File: config.mk
export PLATFORM = sky130hd
export DESIGN_NAME = seof_edge_map
export DESIGN_NICKNAME = d
export VERILOG_FILES = /design/src/hdl/seof_pkg.sv /design/src/hdl/seof_edge_map.sv
export SDC_FILE = /design/constraint.sdc
export NUM_CORES = 1
export LEC_CHECK = 0
export CORE_ASPECT_RATIO = 1.4
export CORE_UTILIZATION = 65
export CTS_CLUSTER_SIZE = 24
export DETAILED_ROUTE_END_ITERATION = 7
export DONT_BUFFER_PORTS = 1
export PLACE_DENSITY = 0.81
export SLEW_MARGIN = 40
export SYNTH_ARGS = -nofsm -noshare
export SYNTH_HDL_FRONTEND = slang
export SYNTH_SLANG_ARGS = --single-unit
export TNS_END_PERCENT = 1
File: constraint.sdc
create_clock -name clk -period 18.1 [get_ports clk]
set_clock_uncertainty 0.15 [all_clocks]
set_input_delay 0 -clock clk [delete_from_list [all_inputs] [get_ports clk]]
set_output_delay 0 -clock clk [all_outputs]
set_load 0.01 [all_outputs]
File: src/hdl/seof_pkg.sv
// ----------------------------------------------------------------------------
// seof_pkg
// Constants, register codes and shared types of the Sobel edge overlay filter.
// ----------------------------------------------------------------------------
`default_nettype none

package seof_pkg;

  localparam int MAX_WIDTH  = 1024;
  localparam int MAX_HEIGHT = 1024;

  localparam int COL_W = $clog2(MAX_WIDTH);       // column index
  localparam int W_W   = $clog2(MAX_WIDTH + 1);   // row length, up to MAX_WIDTH
  localparam int H_W   = $clog2(MAX_HEIGHT + 2);  // row counter, up to height + 1

  // configuration port
  localparam int CFG_IDX_W  = 2;
  localparam int CFG_DATA_W = 11;
  localparam logic [CFG_IDX_W-1:0] REG_LINE_WIDTH   = 2'd0;
  localparam logic [CFG_IDX_W-1:0] REG_FRAME_HEIGHT = 2'd1;
  localparam logic [CFG_IDX_W-1:0] REG_OUTPUT_MODE  = 2'd2;
  localparam logic [CFG_DATA_W-1:0] LINE_WIDTH_RST   = 11'd1024;
  localparam logic [CFG_DATA_W-1:0] FRAME_HEIGHT_RST = 11'd1024;

  // luma in fixed point
  localparam int LUMA_KR    = 306;
  localparam int LUMA_KG    = 600;
  localparam int LUMA_KB    = 117;
  localparam int LUMA_SHIFT = 10;
  localparam int LSUM_W     = 18;

  // Sobel sums and magnitude
  localparam int S_W = 10;   // one weighted column or row, max 4*255
  localparam int G_W = 11;   // |gx| + |gy|

  // edge mapping: (g-100)*255/700 == (g-100)*51/140
  localparam int EDGE_LOW    = 100;
  localparam int EDGE_HIGH   = 800;
  localparam int EDGE_SPAN   = 700;
  localparam int FULL        = 255;
  localparam int X_W         = 10;
  localparam int T_W         = 16;
  localparam int SPAN_RED    = EDGE_SPAN / 5;
  localparam int SCALE_RED   = FULL / 5;
  localparam int RECIP_SHIFT = 20;
  localparam int RECIP       = (1 << RECIP_SHIFT) / SPAN_RED;
  localparam int Q_PROD_W    = RECIP_SHIFT + 8;

  // dimming by three through a reciprocal, exact for 8-bit inputs
  localparam int DIM_DIV    = 3;
  localparam int DIM_SHIFT  = 9;
  localparam int DIM_RECIP  = (1 << DIM_SHIFT) / DIM_DIV + 1;
  localparam int D_PROD_W   = 8 + DIM_SHIFT;

  // overlay product (v - d) * v, signed
  localparam int P_W = 18;

  typedef struct packed {
    logic [7:0] alpha;
    logic [7:0] blue;
    logic [7:0] green;
    logic [7:0] red;
  } pix_t;

  // one line memory entry: luma one and two rows up, RGBA of the row above
  typedef struct packed {
    logic [7:0] luma_a;
    logic [7:0] luma_b;
    pix_t       pix;
  } mem_entry_t;

  // window stage to edge mapping stage
  typedef struct packed {
    logic           emit;
    logic           last;
    logic [G_W-1:0] g;
    pix_t           pix;
  } seof_hand_t;

endpackage

`default_nettype wire

File: src/hdl/seof_edge_map.sv
// ----------------------------------------------------------------------------
// seof_edge_map
// Maps edge magnitude to gray level, applies overlay, holds the output beat.
// ----------------------------------------------------------------------------
`default_nettype none

module seof_edge_map import seof_pkg::*; (
  input  logic       clk,
  input  logic       rst_n,
  input  logic       hand_valid,
  input  seof_hand_t hand,
  input  logic       mode,
  output logic       busy,
  output logic       out_valid,
  input  logic       out_ready,
  output pix_t       out_pix,
  output logic       out_last
);

  // S1: offset, scale, dim
  logic [X_W-1:0]      x;
  logic [D_PROD_W-1:0] dprod [3];
  logic [7:0]          chan_in [3];
  logic                s1_v_r, s1_lo_r, s1_hi_r, s1_last_r;
  logic [T_W-1:0]      s1_t_r;
  logic [7:0]          s1_d_r [3];
  pix_t                s1_pix_r;

  // S2: reciprocal estimate
  logic [Q_PROD_W-1:0] qprod;
  logic                s2_v_r, s2_lo_r, s2_hi_r, s2_last_r;
  logic [T_W-1:0]      s2_t_r;
  logic [7:0]          s2_q0_r;
  logic [7:0]          s2_d_r [3];
  pix_t                s2_pix_r;

  // S3: correction
  logic [T_W-1:0] rem;
  logic [7:0]     v;
  logic           s3_v_r, s3_last_r;
  logic [7:0]     s3_v8_r;
  logic [7:0]     s3_d_r [3];
  pix_t           s3_pix_r;

  // S4: overlay product
  logic signed [9:0]  diff [3];
  logic signed [19:0] prod [3];
  logic               s4_v_r, s4_last_r;
  logic [7:0]         s4_v8_r;
  logic [P_W-1:0]     s4_p_r [3];
  logic [7:0]         s4_d_r [3];
  pix_t               s4_pix_r;

  // output
  logic [P_W-1:0] mag [3];
  logic [15:0]    qsum [3];
  logic [7:0]     ch [3];
  logic           load;
  logic           out_valid_r, out_last_r;
  pix_t           out_pix_r;

  assign chan_in[0] = hand.pix.red;
  assign chan_in[1] = hand.pix.green;
  assign chan_in[2] = hand.pix.blue;

  always_comb begin
    x = X_W'(hand.g - G_W'(EDGE_LOW));
    for (int i = 0; i < 3; i++) dprod[i] = D_PROD_W'(chan_in[i] * DIM_RECIP);
  end

  always_ff @(posedge clk) begin
    if (hand_valid) begin
      s1_t_r    <= T_W'(x * SCALE_RED);
      s1_lo_r   <= (hand.g < G_W'(EDGE_LOW));
      s1_hi_r   <= (hand.g >= G_W'(EDGE_HIGH));
      s1_last_r <= hand.last;
      s1_pix_r  <= hand.pix;
      for (int i = 0; i < 3; i++) s1_d_r[i] <= dprod[i][D_PROD_W-1:DIM_SHIFT];
    end
  end

  assign qprod = Q_PROD_W'(s1_t_r * RECIP);

  always_ff @(posedge clk) begin
    s2_t_r    <= s1_t_r;
    s2_q0_r   <= qprod[Q_PROD_W-1:RECIP_SHIFT];
    s2_lo_r   <= s1_lo_r;
    s2_hi_r   <= s1_hi_r;
    s2_last_r <= s1_last_r;
    s2_pix_r  <= s1_pix_r;
    s2_d_r    <= s1_d_r;
  end

  // the estimate is low by at most one
  always_comb begin
    rem = s2_t_r - T_W'(s2_q0_r * SPAN_RED);
    if (s2_lo_r)                       v = 8'd0;
    else if (s2_hi_r)                  v = 8'(FULL);
    else if (rem >= T_W'(SPAN_RED))    v = s2_q0_r + 8'd1;
    else                               v = s2_q0_r;
  end

  always_ff @(posedge clk) begin
    s3_v8_r   <= v;
    s3_last_r <= s2_last_r;
    s3_pix_r  <= s2_pix_r;
    s3_d_r    <= s2_d_r;
  end

  always_comb begin
    for (int i = 0; i < 3; i++) begin
      diff[i] = $signed({2'b00, s3_v8_r}) - $signed({2'b00, s3_d_r[i]});
      prod[i] = diff[i] * $signed({2'b00, s3_v8_r});
    end
  end

  always_ff @(posedge clk) begin
    if (s3_v_r) begin
      s4_v8_r   <= s3_v8_r;
      s4_last_r <= s3_last_r;
      s4_pix_r  <= s3_pix_r;
      s4_d_r    <= s3_d_r;
      for (int i = 0; i < 3; i++) s4_p_r[i] <= prod[i][P_W-1:0];
    end
  end

  // divide by 255 with truncation toward zero, on the magnitude
  always_comb begin
    for (int i = 0; i < 3; i++) begin
      mag[i]  = s4_p_r[i][P_W-1] ? (~s4_p_r[i] + P_W'(1)) : s4_p_r[i];
      qsum[i] = mag[i][15:0] + 16'(mag[i][15:8]) + 16'd1;
      ch[i]   = s4_p_r[i][P_W-1] ? (s4_d_r[i] - qsum[i][15:8])
                                 : (s4_d_r[i] + qsum[i][15:8]);
    end
  end

  assign load = s4_v_r && (!out_valid_r || out_ready);

  always_ff @(posedge clk) begin
    if (!rst_n) begin
      s1_v_r      <= 1'b0;
      s2_v_r      <= 1'b0;
      s3_v_r      <= 1'b0;
      s4_v_r      <= 1'b0;
      out_valid_r <= 1'b0;
    end else begin
      s1_v_r <= hand_valid && hand.emit;
      s2_v_r <= s1_v_r;
      s3_v_r <= s2_v_r;
      if (s3_v_r)    s4_v_r <= 1'b1;
      else if (load) s4_v_r <= 1'b0;
      if (load)           out_valid_r <= 1'b1;
      else if (out_ready) out_valid_r <= 1'b0;
    end
  end

  always_ff @(posedge clk) begin
    if (load) begin
      out_last_r <= s4_last_r;
      if (mode) begin
        out_pix_r.red   <= ch[0];
        out_pix_r.green <= ch[1];
        out_pix_r.blue  <= ch[2];
        out_pix_r.alpha <= s4_pix_r.alpha;
      end else begin
        out_pix_r.red   <= s4_v8_r;
        out_pix_r.green <= s4_v8_r;
        out_pix_r.blue  <= s4_v8_r;
        out_pix_r.alpha <= 8'd0;
      end
    end
  end

  assign busy      = s1_v_r || s2_v_r || s3_v_r || s4_v_r;
  assign out_valid = out_valid_r;
  assign out_pix   = out_pix_r;
  assign out_last  = out_last_r;

endmodule

`default_nettype wire

==> results of run 1 <==
## area by class of cell
cell class              count  area, sq um  share of cell area
inverters                 533         2000              0.0663
diodes                      1         2.50           0.0000829
flip-flops and latches    267         7050               0.234
repair buffers             57          592              0.0196
well taps                 546          683              0.0226
multi-input cells        1946        18900               0.626
clock inverters             8         87.6             0.00290
clock buffers              40          861              0.0285
## layer usage
metal,global-route usage,up-vias,routed length [um]
met5,0,-,0
met1,0.298,9504,21800
met2,0.518,519,30300
met3,0.0302,157,2530
met4,0.116,0,2230
li1,-,9325,-
## critical path, cell delays in order (launching register included)
cell,delay [ns]
dfxtp_1,0.29
buf_4,0.23
inv_1,0.28
ha_1,0.25
fa_1,0.23
nor2b_1,0.06
o21ai_0,0.18
nand2b_1,0.12
a21o_1,0.20
a21o_1,0.20
a211oi_1,0.70
nand2_1,0.33
fa_1,0.56
inv_1,0.05
fa_1,0.50
fa_1,0.54
inv_1,0.05
fa_1,0.53
inv_1,0.04
ha_1,0.32
a21boi_0,0.15
o21ai_0,0.23
a21boi_0,0.15
o21ai_0,0.26
nand2_1,0.13
o311ai_0,0.39
## cells by family (layout without fill, tap and decap cells)
logic type,after synthesis,after routing,share of synthesized area
muxes,5,5,0.00201
xor gates and xnor gates,189,189,0.0590
buffers and inverters,575,638,0.0770
other,2,7,0.000268
and+or+nand+nor,648,648,0.120
AOI/OAI and AO/OA,372,372,0.0906
DFF,267,267,0.251
adders and majority gates,726,726,0.400
## state kept, by name, summed over array words and instances, names as in the netlist, 8 cells and up
register  flops
s2_pix_r      8
s2_q0_r       8
s3_v8_r       8
s3_pix_r      8
s4_v8_r       8
s4_d_r       21
s3_d_r       21
s4_p_r       51
s2_t_r       14
s1_d_r       21
out_pix      32
s1_pix_r      8
s4_pix_r      8
s2_d_r       21
s1_t_r       16
## worst max-delay path by stage
stage	startpoint	end	slack (ns)	cells past startpoint
after detailed placement	s3_v8_r[0]	s4_p_r[0][32]	10.78	25
after global routing	s3_v8_r[0]	s4_p_r[0][53]	10.22	26
after floorplan	s3_v8_r[1]	s4_p_r[0][35]	11.76	24
after CTS	s3_v8_r[0]	s4_p_r[0][32]	10.73	25
after global placement	s3_v8_r[0]	s4_p_r[0][53]	11.08	26
final	s3_v8_r[0]	s4_p_r[0][32]	10.72	25
## per-stage QoR
step	instances	cell area, sq um	utilization	hold WS [ns]
after floorplan	2788	28100	-	-0.0511
after global placement	3300	28700	0.678	-0.0511
after detailed placement	3302	28700	0.679	-0.0511
after CTS	3395	30200	0.713	0.00767
after global routing	3398	30200	0.713	0.0316
final	3398	30200	0.713	0.0311
## repair_timing
action	CTS	global route
hold buffers	45	1
endpoints found under the setup margin	0	0
endpoints found under the hold margin	121	23
## placed cells by master, fill, tap and decap left out, types with 10 or more instances in the layout
cell type and n:
xor2_1 56, inv_1 529, o21ai_0 91, nand3_1 25, nor4_1 12, dlygate4sd3_1 44
a21o_1 44, a31oi_1 15, nor3_1 47, o21a_1 12, edfxtp_1 170, or2_2 12
fa_1 284, clkbuf_16 31, or3_1 13, ha_1 442, nand2_1 162, and2_1 88
nor2_1 103, a211oi_1 14, and3_1 18, o311ai_0 10, o31ai_1 17, a21oi_1 66
dfxtp_1 95, nand2b_1 52, xnor2_1 133, o41ai_1 12, nor2b_1 69, o211ai_1 11
==> metrics.cfg, run 1 <==
[layout]
num-fill-cells=2983
drive_gt1_frac=0.0326
finalNetCount=3607
areaGrowthSynthToFinish_pct=7.51

[place]
hpwlAfterDp_mm=45.2
place_congestion=0.931
pre_cts_slack_ns=10.78
io_buffers=0

[cts]
cts_sinks=267
cts_resized=0
ctsRootBufferMaster=clkbuf_16
clk_path_buf_depth=3
clk_latency_ns=0.57
cts_tree=yes
clkSlewWorstSetupHoldPaths_ns=0.06
h-tree-depth=1
post_cts_buffers=0
cts_buffers=26

[worst_hold_path]
hp-class=input pin to flip-flop
whs_endpoint=s1_t_r[0]
min_from=hand[32]
min_path_cells=1

[floorplan]
ioPinCount=85
die_width_um=178
core_sq_um=42300
fp-row-count=89
die_y_um=248
fp.dieArea_sq_um=44000
initial_core_util=0.663

[logic_synthesis]
synthTopCellsByCount=inv_1, ha_1, fa_1, edfxtp_1, nand2_1
synthFlopType=edfxtp_1
async_reset_ff_frac=0
synth_cell_types=78
synth.yosys.seq_area_share=0.251
syn_area_sq_um=28100
synthCells=2784
synth_top_area_frac=0.203
yosys-top-cells-area=fa_1, ha_1, edfxtp_1, inv_1, dfxtp_1
syn_avg_cell_area_sq_um=10.1
synth.largest_area_cell=fa_1
synth-edff-count=170
ys_seq_elements=267
yosys_warnings=0
yosysMostFrequentCell=inv_1

[global_routing]
antenna_found_initial=2
grt_pass1_vias=21200
grt_max_degree=50
overflow=0
grt_pass1_wl_mm=96.3
grtUsageTotal=0.271

[sta]
maxSlewHeadroom=0.452
tightest_slew_ns=0.814
rsz0062_at_grt=no
finalWorstPathRequiredPeriod_ns=7.38
postLayoutSetupSlackWorst_ns=10.72
fin_crit_sh=0.408
setup_viol=0
finalMaxSlewViolations=0
max_freq_mhz=135
hold_viol=0
tns_ns=0

[setup_path]
worst-endpoint-arrival_ns=7.55
rr_endpoint=s4_p_r[0][32]
startpoint_type=flip-flop
cp.required_ns=18.27
critPathKind=flip-flop to flip-flop
r2r_slack_ns=10.72
crit_path_end_kind=flip-flop
cp_max_fo=28
r2r-start=s3_v8_r[0]
ff2ff_path_depth=25

[job]
cap_violations=0

[route]
wl_per_cell_um=16.7
via_per_inst=5.74
drt_iter0_drc=954
vias=19500
drcViolationCount=0
ant_nets=0
routed_wirelength_mm=56.9
drt_first_pass_iters=7

[status]
status=finished, final reports clean

Power of run 1 is not shown: default switching activity piles up to over one toggle a cycle in this logic, so the estimate is an artifact.
==> inputs of run 2 (changes only) <==
==> constraint.sdc (replaced) <==
create_clock -name clk -period 7.3 [get_ports clk]
set_clock_uncertainty 0.15 [all_clocks]
set_input_delay 0 -clock clk [delete_from_list [all_inputs] [get_ports clk]]
set_output_delay 0 -clock clk [all_outputs]
set_load 0.01 [all_outputs]
==> run 2 against run 1 <==
Wire length is 0.14% higher; clock-buffer cell count did not move; setup slack worse by 10 ns; sequential cell count is the same; fmax rose by 8.3%; final cell count increased by 0.18%; via count grew 0.13%; sequential share of layout area about the same; first-iteration DRC count up 11%; critical path depth shrank 1; critical path type unchanged.
==> metrics.cfg, run 2 (synthesis gave the netlist of run 1 again) <==
[status]
status=finished, final reports clean

[global_routing]
grt_pass1_vias=21000
overflow=0
grt_max_degree=75
met3_usage=0.0262
use_met1=0.305
busiest_layer=met2
grtUsageMet2=0.521
grtUsageTotal=0.273
grt_pass1_wl_mm=96.9
antenna_found_initial=0

[cts]
clk_latency_ns=0.57
clkSlewWorstSetupHoldPaths_ns=0.07
cts_tree=yes
clk_path_buf_depth=3
h-tree-depth=1
post_cts_buffers=0
cts_sinks=267
cts_buffers=26
ctsRootBufferMaster=clkbuf_16

[layout]
final_area_sq_um=30200
final_cell_mix=inv_1, ha_1, fa_1
final_common_cell=inv_1
area.sequential_sq_um=7050
largest_reg_flops=51
multi_input_area_sq_um=18900
areaGrowthSynthToFinish_pct=7.48
diodes=0
drive_gt1_frac=0.0339
final_cells=3404
regMostFlops=s4_p_r
num-fill-cells=3057
finalNetCount=3614

[floorplan]
initial_core_util=0.663
core_sq_um=42300
die_y_um=248
fp.dieArea_sq_um=44000
fp-row-count=89
ioPinCount=85
die_width_um=178

[setup_path]
crit_chain=ha_1 -> nor2b_1 -> o21ai_0 -> nand2b_1 -> a21o_1 -> a21o_1 -> xor2_1 -> nand2_1 -> fa_1 -> fa_1 -> inv_1 -> ha_1 -> inv_1 -> fa_1 -> inv_1 -> ha_1 -> nor2b_1 -> o21ai_0 -> a21boi_0 -> o21ai_0 -> a21oi_1 -> o21ai_0 -> nand2_1 -> o311ai_0
worst_path_max_delay_cell=dfxtp_1
worst-endpoint-arrival_ns=7.01
critPathKind=flip-flop to flip-flop
crit_path_end_kind=flip-flop
cp.required_ns=7.49
cp_slowest_stage_delay_ns=0.65
startpoint_type=flip-flop
ff2ff_path_depth=24
cp_max_fo=13
crit_top_cell=o21ai_0

[sta]
maxSlewHeadroom=0.447
postLayoutSetupSlackWorst_ns=0.485
setup_viol=0
finalWorstPathRequiredPeriod_ns=6.82
max_freq_mhz=147
tightest_slew_ns=0.822
fin_crit_sh=0.934
hold_viol=0
tns_ns=0
finalMaxSlewViolations=0
rsz0062_at_grt=no

[route]
vias=19500
drcViolationCount=0
drt_first_pass_iters=6
ant_nets=0
wl_per_cell_um=16.7
via_per_inst=5.74
routed_wirelength_mm=56.9
drt_iter0_drc=1062

[worst_hold_path]
min_path_cells=5
hp-class=input pin to flip-flop

[job]
cap_violations=0

[place]
hpwlAfterDp_mm=45.9
place_area_sq_um=28700
pre_cts_slack_ns=0.579
dpl.cell_count=3308
io_buffers=0
place_congestion=0.900

-- run 2: cell types whose count changed in the layout (fill, tap and decap cells not counted), sizes merged --
cell	delta
clkinvlp	+1
clkinv	-1
buf	+7
diode	-1
-- run 2: worst max-delay path, delay by kind of cell, from the launching register on --
| family | cells | cell delay (ns) |
|---|---|---|
| and+or+nand+nor | 5 | 0.71 |
| DFF | 1 | 0.65 |
| xor gates and xnor gates | 1 | 0.53 |
| buffers and inverters | 3 | 0.13 |
| AOI/OAI and AO/OA | 9 | 1.92 |
| adders and majority gates | 6 | 2.50 |
-- run 2: cell type report --
class | count | area share
clock buffer | 40 | 0.0275
multi-input combinational | 1946 | 0.626
tap | 546 | 0.0226
inverter | 533 | 0.0663
timing repair buffer | 64 | 0.0207
sequential | 267 | 0.234
clock inverter | 8 | 0.00282
-- run 2: final timing paths --
check                           startpoint             to  slack [ns]
worst min register to register  s1_d_r[18]     s2_d_r[18]        0.17
worst max register to register  s3_v8_r[2]  s4_p_r[0][50]        0.48
worst min-delay path              hand[14]      s1_d_r[8]        0.03
worst max-delay path            s3_v8_r[2]  s4_p_r[0][50]        0.48
-- run 2: timing repair --
| action | in CTS | in global routing |
|---|---|---|
| endpoints found under the setup margin | 0 | 2 |
| endpoints found under the hold margin | 130 | 24 |
| resized for setup | 0 | 2 |
| hold buffers | 45 | 1 |
-- run 2: stage by stage --
stage | utilization | hold WS (ns)
2_1_floorplan | - | -0.0511
3_3_place_gp | 0.679 | -0.0511
3_5_place_dp | 0.679 | -0.0511
4_1_cts | 0.712 | 0.00213
5_1_grt | 0.713 | 0.0290
6_report | 0.713 | 0.0261
-- run 2: metal layers --
layer / share of wire / wire, um
met4: 0.039 / 2220
met5: 0 / 0
met1: 0.39 / 22200
met3: 0.035 / 2010
met2: 0.54 / 30500
Power of run 2 is left out for the same reason.
==> inputs of run 3 (changes only) <==
==> constraint.sdc (replaced) <==
create_clock -name clk -period 7.3 [get_ports clk]
set_clock_uncertainty 0.15 [all_clocks]
set_input_delay 1.095 -clock clk [delete_from_list [all_inputs] [get_ports clk]]
set_output_delay 1.095 -clock clk [all_outputs]
set_load 0.01 [all_outputs]
==> run 3 against run 2 <==
Wire length fell by 2.1%; global-route usage shrank 0.57 points; critical path type unchanged; critical path depth unchanged; largest cell class unchanged; fmax barely moved; core utilization is 1.1 points lower; via count decreased by 1.3%; final cell count shrank 1.3%; setup slack worse by 0.0053 ns.
==> metrics.cfg, run 3 (synthesis gave the netlist of run 1 again) <==
[place]
place_congestion=0.876
hpwlAfterDp_mm=46.0
io_buffers=0

[sta]
tightest_slew_ns=0.765
hold_viol=0
fin_crit_sh=0.934
finalMaxSlewViolations=0
tns_ns=0
finalWorstPathRequiredPeriod_ns=6.82
maxSlewHeadroom=0.485
max_freq_mhz=147
setup_viol=0
rsz0062_at_grt=no

[layout]
final_cell_mix=inv_1, ha_1, fa_1
final_common_cell=inv_1
finalNetCount=3570
drive_gt1_frac=0.0355
diodes=0
largest_reg_flops=51
areaGrowthSynthToFinish_pct=5.79
fin_util=0.702
regMostFlops=s4_p_r

[global_routing]
grt_pass1_wl_mm=95.0
grtUsageTotal=0.267
antenna_found_initial=0
grt_pass1_vias=20600
overflow=0
grt_max_degree=74

[floorplan]
die_y_um=248
initial_core_util=0.663
fp.dieArea_sq_um=44000
ioPinCount=85
die_width_um=178
core_sq_um=42300
fp-row-count=89

[route]
vias=19300
drt_iter0_drc=965
drcViolationCount=0
drt_first_pass_iters=5
via_per_inst=5.74
wl_per_cell_um=16.6
ant_nets=0
routed_wirelength_mm=55.7

[setup_path]
critPathKind=flip-flop to flip-flop
crit_top_cell=o21ai_0
crit_path_end_kind=flip-flop
worst-endpoint-arrival_ns=7.09
cp_slowest_stage_delay_ns=0.69
cp_max_fo=13
startpoint_type=flip-flop
worst_path_max_delay_cell=dfxtp_1
crit_chain=ha_1 -> nor2b_1 -> o21ai_0 -> nand2b_1 -> a21o_1 -> a21o_1 -> xor2_1 -> nand2_1 -> fa_1 -> fa_1 -> inv_1 -> ha_1 -> inv_1 -> fa_1 -> inv_1 -> ha_1 -> nor2b_1 -> o21ai_0 -> a21boi_0 -> o21ai_0 -> a21oi_1 -> o21ai_0 -> or4b_2 -> o211ai_1
cp.required_ns=7.57

[cts]
ctsRootBufferMaster=clkbuf_16
clkSlewWorstSetupHoldPaths_ns=0.06
h-tree-depth=1
cts_hold_buf=0
clk_latency_ns=0.58
cts_sinks=267
cts_buffers=27
cts_tree=yes
clk_path_buf_depth=3

[status]
status=finished, final reports clean

[worst_hold_path]
hp-class=flip-flop to flip-flop

[job]
cap_violations=0

==> run 3: area by class of cell <==
| cell class | instances | area [sq um] |
|---|---|---|
| clock buffers | 34 | 764 |
| clock inverters | 16 | 126 |
| fillers | 3062 | 12600 |
| inverters | 533 | 2000 |
| multi-input cells | 1946 | 18900 |
| flip-flops and latches | 267 | 7050 |
| well taps | 546 | 683 |
| repair buffers | 19 | 170 |
==> run 3: final timing paths <==
check                                 from       endpoint  slack [ns]  cells past startpoint
worst min-delay path            s2_d_r[21]     s3_d_r[21]        0.15                      0
worst max register to register  s3_v8_r[2]  s4_p_r[0][14]        0.48                     24
worst max-delay path            s3_v8_r[2]  s4_p_r[0][14]        0.48                     24
worst min register to register  s2_d_r[21]     s3_d_r[21]        0.15                      0
==> run 3: routing by layer <==
metal	GRT usage	vias up	part of all wire
li1	-	9256	-
met1	0.298	9427	0.38
met2	0.505	445	0.53
met3	0.0339	153	0.043
met4	0.113	0	0.040
met5	0	-	0
==> run 3: timing repair <==
action,4_1_cts,5_1_grt
setup buffers,0,0
setup endpoints to repair,0,4
gates resized for setup,0,3
==> run 3: per-stage QoR <==
step	instances	hold slack (ns)	area, sq um	worst slack [ns]
floorplan	2788	0.160	28100	0.955
global placement	3309	0.160	28700	0.778
detailed placement	3310	0.162	28800	0.554
CTS	3360	0.146	29700	0.420
global route	3361	0.144	29700	0.0844
finish	3361	0.151	29700	0.480
==> run 3: critical path: cells and delay by family (launching register included) <==
family | cells | cell delay [ns]
adders and majority gates | 6 | 2.47
AOI/OAI and AO/OA | 9 | 1.57
and+or+nand+nor | 5 | 1.16
DFF | 1 | 0.69
xor gates and xnor gates | 1 | 0.47
buffers and inverters | 3 | 0.14
Power of run 3 is left out for the same reason.
